==> config.mk <==
export PLATFORM = sky130hd
export DESIGN_NAME = word_sum_multiplicative_hash_unit
export DESIGN_NICKNAME = d
export VERILOG_FILES = /design/src/hw/rtl/wsmh_pkg.sv /design/src/hw/rtl/word_sum_multiplicative_hash_unit.sv /design/src/hw/rtl/wsmh_front.sv /design/src/hw/rtl/wsmh_queue.sv /design/src/hw/rtl/wsmh_back.sv
export VERILOG_INCLUDE_DIRS = /design/src /design/src/hw/rtl
export SDC_FILE = /design/constraint.sdc
export NUM_CORES = 2
export LEC_CHECK = 0
export BUFFER_PORTS_ARGS = -buffer_cell sky130_fd_sc_hd__buf_2
export CAP_MARGIN = 40
export CORE_AREA = 2 2 302 304
export CTS_BUF_LIST = sky130_fd_sc_hd__clkbuf_8
export DETAILED_ROUTE_END_ITERATION = 12
export DIE_AREA = 0 0 304 306
export PLACE_DENSITY_LB_ADDON = 0.05
export SYNTH_ARGS = -nofsm -noshare
export SYNTH_HDL_FRONTEND = slang
export SYNTH_SLANG_ARGS = --single-unit
==> constraint.sdc <==
create_clock -name clk -period 13.9 [get_ports clk]
set_clock_uncertainty 0.1 [all_clocks]
set_input_delay 2.78 -clock clk [delete_from_list [all_inputs] [get_ports clk]]
set_output_delay 2.78 -clock clk [all_outputs]
set_load 0.005 [all_outputs]
==> src/hw/rtl/word_sum_multiplicative_hash_unit_macros.svh <==
// Assertion macros for the word sum multiplicative hash unit.
`ifndef WORD_SUM_MULTIPLICATIVE_HASH_UNIT_MACROS_SVH
`define WORD_SUM_MULTIPLICATIVE_HASH_UNIT_MACROS_SVH
`ifndef NO_ASSERTIONS
`define WSMH_ASSERT(label, prop, msg) \
  label: assert property (@(posedge clk) disable iff (rst) prop) else $error(msg);
`define WSMH_ASSERT_NEVER(label, expr, msg) \
  label: assert property (@(posedge clk) disable iff (rst) !(expr)) else $error(msg);
`else
`define WSMH_ASSERT(label, prop, msg)
`define WSMH_ASSERT_NEVER(label, expr, msg)
`endif
`endif

==> src/hw/rtl/wsmh_pkg.sv <==
// Shared types and constants of the word sum multiplicative hash unit.
`default_nettype none
package wsmh_pkg;
  localparam int HASH_BITS_DEFAULT = 30;
  localparam logic [31:0] HASH_MULT_LO = 32'd1410065337;
  localparam logic [7:0] SEPARATOR = 8'd32;
  localparam int QUEUE_DEPTH = 4;

  typedef struct packed {
    logic [31:0] term;
    logic        sep;
    logic        last;
  } wsmh_item_t;
endpackage
`default_nettype wire

==> src/hw/rtl/word_sum_multiplicative_hash_unit.sv <==
// Throughput: one byte per cycle while full is low; the back hash multiplier is
// one stage, the front one is combinational, and the four-entry queue absorbs
// result-side stalls. Words pass the h_sum, prod and result registers in order.
// Reset: synchronous, active high; clears word state, total, queue and mode.
`default_nettype none
module word_sum_multiplicative_hash_unit
  import wsmh_pkg::*;
#(
  parameter int HASH_BITS = HASH_BITS_DEFAULT
) (
  input  wire logic        clk,
  input  wire logic        rst,
  input  wire logic        cfg_wr_en,
  input  wire logic        cfg_wr_data,
  input  wire logic        push,
  output logic             full,
  input  wire logic [7:0]  text_byte,
  input  wire logic        last_byte,
  output logic             empty,
  input  wire logic        pop,
  output logic [63:0]      total_hash
);
  logic       weighted_mode;
  logic       q_push;
  logic       q_pop;
  logic       q_empty;
  wsmh_item_t wr_item;
  wsmh_item_t rd_item;

  always_ff @(posedge clk) begin
    if (rst) begin
      weighted_mode <= 1'b0;
    end else if (cfg_wr_en) begin
      weighted_mode <= cfg_wr_data;
    end
  end

  wsmh_front u_front (
    .clk           (clk),
    .rst           (rst),
    .push          (push),
    .q_full        (full),
    .text_byte     (text_byte),
    .last_byte     (last_byte),
    .weighted_mode (weighted_mode),
    .q_push        (q_push),
    .q_item        (wr_item)
  );

  wsmh_queue u_queue (
    .clk     (clk),
    .rst     (rst),
    .wr_en   (q_push),
    .wr_item (wr_item),
    .rd_en   (q_pop),
    .rd_item (rd_item),
    .q_full  (full),
    .q_empty (q_empty)
  );

  wsmh_back #(
    .HASH_BITS (HASH_BITS)
  ) u_back (
    .clk        (clk),
    .rst        (rst),
    .q_empty    (q_empty),
    .q_item     (rd_item),
    .q_pop      (q_pop),
    .pop        (pop),
    .empty      (empty),
    .total_hash (total_hash)
  );
endmodule
`default_nettype wire

==> src/hw/rtl/wsmh_front.sv <==
// Front part: takes bytes, tracks the position in the word and forms each byte's term.
`default_nettype none
module wsmh_front
  import wsmh_pkg::*;
(
  input  wire logic       clk,
  input  wire logic       rst,
  input  wire logic       push,
  input  wire logic       q_full,
  input  wire logic [7:0] text_byte,
  input  wire logic       last_byte,
  input  wire logic       weighted_mode,
  output logic            q_push,
  output wsmh_item_t      q_item
);
  logic [31:0] position;
  logic [31:0] sval;
  logic        is_sep;

  assign is_sep = (text_byte == SEPARATOR);
  assign sval   = {{24{text_byte[7]}}, text_byte};
  assign q_push = push && !q_full;

  always_comb begin
    q_item.sep  = is_sep;
    q_item.last = last_byte;
    if (weighted_mode) begin
      q_item.term = sval * position;
    end else begin
      q_item.term = sval;
    end
  end

  always_ff @(posedge clk) begin
    if (rst) begin
      position <= 32'd0;
    end else if (q_push) begin
      if (is_sep || last_byte) begin
        position <= 32'd0;
      end else begin
        position <= position + 32'd1;
      end
    end
  end
endmodule
`default_nettype wire

==> src/hw/rtl/wsmh_queue.sv <==
// Short queue between the front and back parts.
`default_nettype none
module wsmh_queue
  import wsmh_pkg::*;
(
  input  wire logic       clk,
  input  wire logic       rst,
  input  wire logic       wr_en,
  input  wire wsmh_item_t wr_item,
  input  wire logic       rd_en,
  output wsmh_item_t      rd_item,
  output logic            q_full,
  output logic            q_empty
);
  localparam int PtrW = (QUEUE_DEPTH > 1) ? $clog2(QUEUE_DEPTH) : 1;
  localparam int CntW = $clog2(QUEUE_DEPTH + 1);

  wsmh_item_t          slots [QUEUE_DEPTH];
  logic [PtrW-1:0]     wr_ptr;
  logic [PtrW-1:0]     rd_ptr;
  logic [CntW-1:0]     count;

  assign q_full  = (count == CntW'(QUEUE_DEPTH));
  assign q_empty = (count == '0);
  assign rd_item = slots[rd_ptr];

  always_ff @(posedge clk) begin
    if (wr_en) begin
      slots[wr_ptr] <= wr_item;
    end
  end

  always_ff @(posedge clk) begin
    if (rst) begin
      wr_ptr <= '0;
      rd_ptr <= '0;
      count  <= '0;
    end else begin
      if (wr_en) begin
        wr_ptr <= (wr_ptr == PtrW'(QUEUE_DEPTH - 1)) ? '0 : wr_ptr + PtrW'(1);
      end
      if (rd_en) begin
        rd_ptr <= (rd_ptr == PtrW'(QUEUE_DEPTH - 1)) ? '0 : rd_ptr + PtrW'(1);
      end
      if (wr_en && !rd_en) begin
        count <= count + CntW'(1);
      end else if (rd_en && !wr_en) begin
        count <= count - CntW'(1);
      end
    end
  end
endmodule
`default_nettype wire

==> src/hw/rtl/wsmh_back.sv <==
// Back part: word sums, multiply-shift hashing, running total and result register.
`default_nettype none
`include "word_sum_multiplicative_hash_unit_macros.svh"
module wsmh_back
  import wsmh_pkg::*;
#(
  parameter int HASH_BITS = HASH_BITS_DEFAULT
) (
  input  wire logic        clk,
  input  wire logic        rst,
  input  wire logic        q_empty,
  input  wire wsmh_item_t  q_item,
  output logic             q_pop,
  input  wire logic        pop,
  output logic             empty,
  output logic [63:0]      total_hash
);
  logic [31:0]          word_sum;
  logic [31:0]          sum_add;
  logic [31:0]          hash_in;
  logic                 ends;
  logic                 advance;
  logic                 h_valid;
  logic                 h_last;
  logic [31:0]          h_sum;
  logic                 p_valid;
  logic                 p_last;
  logic [31:0]          prod;
  logic [HASH_BITS-1:0] word_hash;
  logic [63:0]          total;
  logic [63:0]          total_add;
  logic                 out_valid;

  assign advance   = !(p_valid && p_last) || !out_valid || pop;
  assign q_pop     = advance && !q_empty;
  assign sum_add   = word_sum + q_item.term;
  assign ends      = q_item.sep || q_item.last;
  assign hash_in   = q_item.sep ? word_sum : sum_add;
  assign word_hash = prod[31 -: HASH_BITS];
  assign total_add = total + 64'(word_hash);
  assign empty     = !out_valid;

  always_ff @(posedge clk) begin
    if (rst) begin
      word_sum  <= 32'd0;
      h_valid   <= 1'b0;
      p_valid   <= 1'b0;
      total     <= 64'd0;
      out_valid <= 1'b0;
    end else begin
      if (advance) begin
        h_valid <= q_pop && ends;
        p_valid <= h_valid;
        if (q_pop) begin
          word_sum <= ends ? 32'd0 : sum_add;
        end
        if (p_valid) begin
          total <= p_last ? 64'd0 : total_add;
        end
      end
      if (advance && p_valid && p_last) begin
        out_valid <= 1'b1;
      end else if (pop) begin
        out_valid <= 1'b0;
      end
    end
  end

  always_ff @(posedge clk) begin
    if (advance) begin
      h_sum  <= hash_in;
      h_last <= q_item.last;
      prod   <= h_sum * HASH_MULT_LO;
      p_last <= h_last;
      if (p_valid && p_last) begin
        total_hash <= total_add;
      end
    end
  end

  `WSMH_ASSERT(a_result_waits, (p_valid && p_last && out_valid && !pop) |=> (p_valid && p_last), "Final hash lost while the result register was occupied.")
  `WSMH_ASSERT(a_total_clears, (advance && p_valid && p_last) |=> (total == 64'd0), "Running total not cleared after the result beat.")
  `WSMH_ASSERT(a_word_restarts, (q_pop && q_item.last) |=> (word_sum == 32'd0 && h_valid), "Word state not restarted after the final byte.")
endmodule
`default_nettype wire
==> Word level (Yosys, flattened, before mapping) <==
Memory sizes are Yosys's and may differ from the RTL's. A register that Yosys moved wholly into a read port is not among the register bits.
Index checks and enable logic that the tools add are counted.
{ "classes": {"reduce_logical": 24, "n_addsub": 7, "multipliers": 2, "n_eq_ne": 4, "mux": 15} }
{ "op_table": {"columns": ["op", "n"], "rows": [
  ["$mux W32", 4],
  ["$add A64 B30 Y64", 1],
  ["$mux W64", 1],
  ["$add A32 B1 Y32 const B", 1],
  ["$add A32 B32 Y32", 1],
  ["$mul A32 B31 Y32 const B", 1],
  ["$mul A8 B32 Y32", 1],
  ["$eq A8 B6 Y1 const B", 1],
  ["$logic_and A1 B1 Y1", 8],
  ["$mux W2", 4],
  ["$logic_not A1 Y1", 6],
  ["$mux W3", 2],
  ["$reduce_and A2 Y1", 3],
  ["$add A2 B1 Y2 const B", 2],
  ["$eq A2 B2 Y1 const B", 2],
  ["$logic_or A1 B1 Y1", 4],
  ["$mux W1", 4],
  ["$reduce_bool A2 Y1", 2],
  ["$add A3 B1 Y3 const B", 1],
  ["$eq A3 B3 Y1 const B", 1],
  ["$logic_not A3 Y1", 1],
  ["$sub A3 B1 Y3 const B", 1]
]} }
{ "word_totals": {"reg_bits": 269, "inputBits": 15, "ramBits": 136, "word_cells": 68, "mem_count": 1, "output_inout_bits": 66} }
{ "mem_list": {"columns": ["memory", "words", "width", "rd", "rd_ports_with_merged_regs", "wr", "line", "rtl"], "rows": [
  ["u_queue.slots", 4, 34, 1, 1, 1, "wsmh_queue.sv:18", "wsmh_item_t slots [QUEUE_DEPTH];"]
]} }

==> Depth between registers and ports, before layout <==
{ "depth": {"ltp_word": 8, "ltp_mapped": 26, "depth_no_buf": 26} }

==> Cells and area by module <==
Synthesis repeated with hierarchy kept, for this count alone.
{ "hier_totals": {"hier_cells": 3397, "hier_area_um2": 34969.8} }
{ "modules_own_cells": {"columns": ["module", "seq_area_each_um2", "cells_per_inst", "n_inst", "area_each_um2"], "rows": [
  ["wsmh_back", 5825.6, 2094, 1, 20524.7],
  ["wsmh_front", 640.6, 1078, 1, 9016.1],
  ["wsmh_queue", 4264.1, 222, 1, 5395.2],
  ["word_sum_multiplicative_hash_unit", 20.0, 3, 1, 33.8]
]} }

==> Worst setup path after synthesis <==
OpenSTA, ideal clock, no wires.
{ "synth_path": {"kind": "input to register", "startpoint": "input port text_byte[7]", "endpoint": "memory u_queue.slots[0][31] in the netlist's numbering (data pin)", "cell_stages": 19, "arrival_time_ns": 7.494, "setup_ns": 0.295, "path_buffers": 3, "path_slack_ns": 6.010, "required_time_ns": 13.505, "cell_sequence": "clkbuf_1 > clkbuf_1 > nand2b_1 > fa_1 > inv_1 > fa_1 > fa_1 > fa_1 > ha_1 > clkbuf_1 > a2111oi_0 > o21ai_0 > a221oi_1 > nand2_1 > a21oi_1 > o31ai_1 > a21oi_1 > xor2_1 > o21ai_0"} }
{ "synth_lines": {"columns": ["item", "line", "rtl"], "rows": [
  ["start, declared", "word_sum_multiplicative_hash_unit.sv:17", "input wire logic [7:0] text_byte,"],
  ["end, declared", "wsmh_queue.sv:18", null]
]} }

==> impl_metrics.ini <==
[logic_synthesis]
post_synthesis_area_per_instance_sq_um = 10.45
synthDistinctLibCells = 95
synth_area_sq_um = 34770
synth_common_cells = inv_1, fa_1, ha_1
synth_cells = 3328
ys.warnings.count = 0
synth_largest_area_cell = edfxtp_1
synth_most_common_cell = inv_1
synth-main-ff-cell = edfxtp_1
yosysSeqAreaShare_pct = 30.92
async_flop_share_pct = 0
synth-seq-cells = 405
synth_largest_type_area_fraction_pct = 22.80
top_cells_by_area_in_the_synthesized_netlist = edfxtp_1, fa_1, ha_1
synth_enable_flop_cells = 264
synth_fp_nets = 4019

[timing]
max-slew-margin-rel_pct = 44.57
finalHoldViolations = 0
fmax_mhz = 125.9
rsz0062_at_grt = no
timing.final.crit_share_pct = 57.12
final.setup.tns_ps = 0
worstMarginPinSlew_ps = 820.7
finalMaxSlewViolations = 0
final-setup-viol-count = 0
time_the_final_worst_path_needs_with_i_o_delays_and_setup_ps = 7940
setup_ws_ps = 5960

[worst_setup_path]
worst_ep_arrival_time_ps = 8230
most_frequent_cp_cell = fa_1
worst_r2r_startpoint = u_back.h_sum[1]
crit_path_cell_trace = buf_2 -> nand2_1 -> fa_1 -> inv_1 -> fa_1 -> fa_1 -> fa_1 -> ha_1 -> o21a_1 -> o21a_1 -> o41ai_1 -> a211oi_1 -> o21ai_0 -> a21oi_1 -> o21a_1 -> nor3_1 -> o31ai_1
timing.critical_path.fanout_max = 28
worst_ep_required_time_ps = 14190
regToRegSetupSlack_ps = 6110
cp-end-kind = register
critPathMaxStageDelay_ps = 580
critical_path.startpoint_type = input port
r2r_end = u_back.prod[30]
worstRegToRegCells = 24
timing_worst_setup_path_type = in -> reg
timing.critical_path.slowest_stage_cell = a211oi_1

[clock_tree]
postCtsResizedCells = 0
cts_hold_buffers = 0
clock_path_buffers = 3
cts.repair_timing.setup_buffer_count = 0
htreeDepth = 3
clock_sinks = 405
cts_buffers = 72
clock_insertion_delay_worst_skew_ps = 650
worst_setup_hold_path_clk_slew_ps = 60
cts_root_buffer = clkbuf_8
tritoncts_clock_tree = done

[floorplan]
die_w_microns = 304
num_io_pins = 81
die-area_sq_um = 93020
area_of_the_core_sq_um = 89600
die_height_microns = 306
core.rowCount = 110
initial_core_utilization_pct = 38.81

[placed_design]
routabilityCongestion = 0.8412
place.port_buffers = 80
dp_hpwl_microns = 68840
place_worst_setup_slack_ps = 5351

[run]
max_cap_violations = 0

[finish]
design.final.nets = 4069
final.fill_count = 8659
fin_util_pct = 42.28
layout-area-overhead-vs-synth_pct = 8.956
drive_gt1_share_pct = 9.400

[worst_hold_path]
holdPathEnd = u_back.p_last
holdCritPathClass = reg -> reg
timing.hold.worst.start = u_back.h_last
whs_path_depth = 0

[detailed_routing]
route.layer.met1.wl_microns = 41030
postRouteAntennaNets = 0
avgViaCountPerCell = 5.110
wl_met3_microns = 2696
initialDrtViolationCount = 1216
routed_wire_length_per_instance_microns = 19.29
drt_drc_violations_left = 0
totalWireLength_microns = 88970
dr.pass1.iters = 5
detailroute.via_count = 23570
route.top_layer_used = met4
met2WireLength_microns = 43740

[grt]
grt_max_degree = 62
grt_pass1_vias = 24980
grtUsageTotal_pct = 19.50
grt_antenna_before_repair = 1
total_overflow_reported_by_the_global_router = 0
wire_length_of_the_first_global_routing_pass_microns = 142800

[status]
status = finished clean
-- kinds of logic (layout without fill, tap and decap cells) --
family | after synthesis | count (layout) | share of synthesized area (%)
flops | 405 | 405 | 30.92
simple gates | 734 | 734 | 10.79
mux | 65 | 65 | 3.152
xor+xnor | 209 | 209 | 5.264
fa+ha+maj | 676 | 676 | 31.66
other cells | 0 | 1 | 0
buf+inv | 691 | 799 | 7.567
compound gates | 548 | 548 | 10.64
-- worst max-delay path, delay by kind of cell --
family / cells / cell delay [ps]
adders and majority gates: 5 / 2430
AOI/OAI and AO/OA: 8 / 2200
buffers and inverters: 2 / 580
and+or+nand+nor: 2 / 220
-- layer usage --
| metal | up-vias | track usage, % |
|---|---|---|
| li1 | 11280 | - |
| met1 | 11860 | 26.07 |
| met2 | 342 | 33.90 |
| met3 | 94 | 2.440 |
| met4 | 0 | 4.107 |
| met5 | - | 0 |
-- registers in the layout, summed over array words and instances (netlist names), 3 cells and up, named ones only --
signal and cells:
u_back.prod 30, u_back.h_sum 32, u_front.position 32, u_queue.slots 136, u_back.total 64, u_queue.count 3
u_back.total_hash 64, u_back.word_sum 32
-- per-stage QoR --
| stage | area [sq um] | cells | hold WS, ps |
|---|---|---|---|
| 4_1_cts | 37880 | 4612 | 337.6 |
| 5_1_grt | 37890 | 4613 | 339.4 |
| 3_5_place_dp | 36430 | 4480 | 311.6 |
| 3_3_place_gp | 36290 | 4472 | 304.5 |
| 6_report | 37890 | 4613 | 338.7 |
| 2_1_floorplan | 34770 | 3328 | 300.3 |
-- placed cells by master, fill, tap and decap left out, types with 81 or more instances in the layout --
| cell | synthesis | final |
|---|---|---|
| inv_1 | 556 | 579 |
| fa_1 | 340 | 340 |
| ha_1 | 336 | 336 |
| edfxtp_1 | 264 | 264 |
| nand2_1 | 197 | 197 |
| and2_1 | 148 | 148 |
| dfxtp_1 | 141 | 140 |
| nor2_1 | 142 | 138 |
| a21oi_1 | 125 | 125 |
| xnor2_1 | 124 | 124 |
| o21ai_0 | 111 | 111 |
| xor2_1 | 85 | 85 |
| buf_2 | 8 | 81 |
-- worst max-delay path by stage --
stage	slack, ps	from	end
3_3_place_gp	5240	text_byte[6]	u_queue.slots[0][31]
3_5_place_dp	5350	text_byte[6]	u_queue.slots[1][30]
4_1_cts	5880	u_back.h_sum[6]	u_back.prod[30]
2_1_floorplan	6010	text_byte[7]	u_queue.slots[0][31]
5_1_grt	5640	u_back.h_sum[1]	u_back.prod[30]
6_report	5960	text_byte[6]	u_queue.slots[1][30]
-- layout make-up --
class	count	area, sq um	share of cell area, %
Tap cell	1176	1471	3.884
Clock buffer	78	1074	2.834
Multi-Input combinational cell	2232	21420	56.55
Inverter	560	2102	5.548
Clock inverter	54	376.6	0.9941
Sequential cell	405	10750	28.38
Antenna cell	1	2.502	0.006605
Timing Repair Buffer	107	685.7	1.810
Power is not shown: default switching activity piles up to over one toggle a cycle in this logic, so the estimate is an artifact.
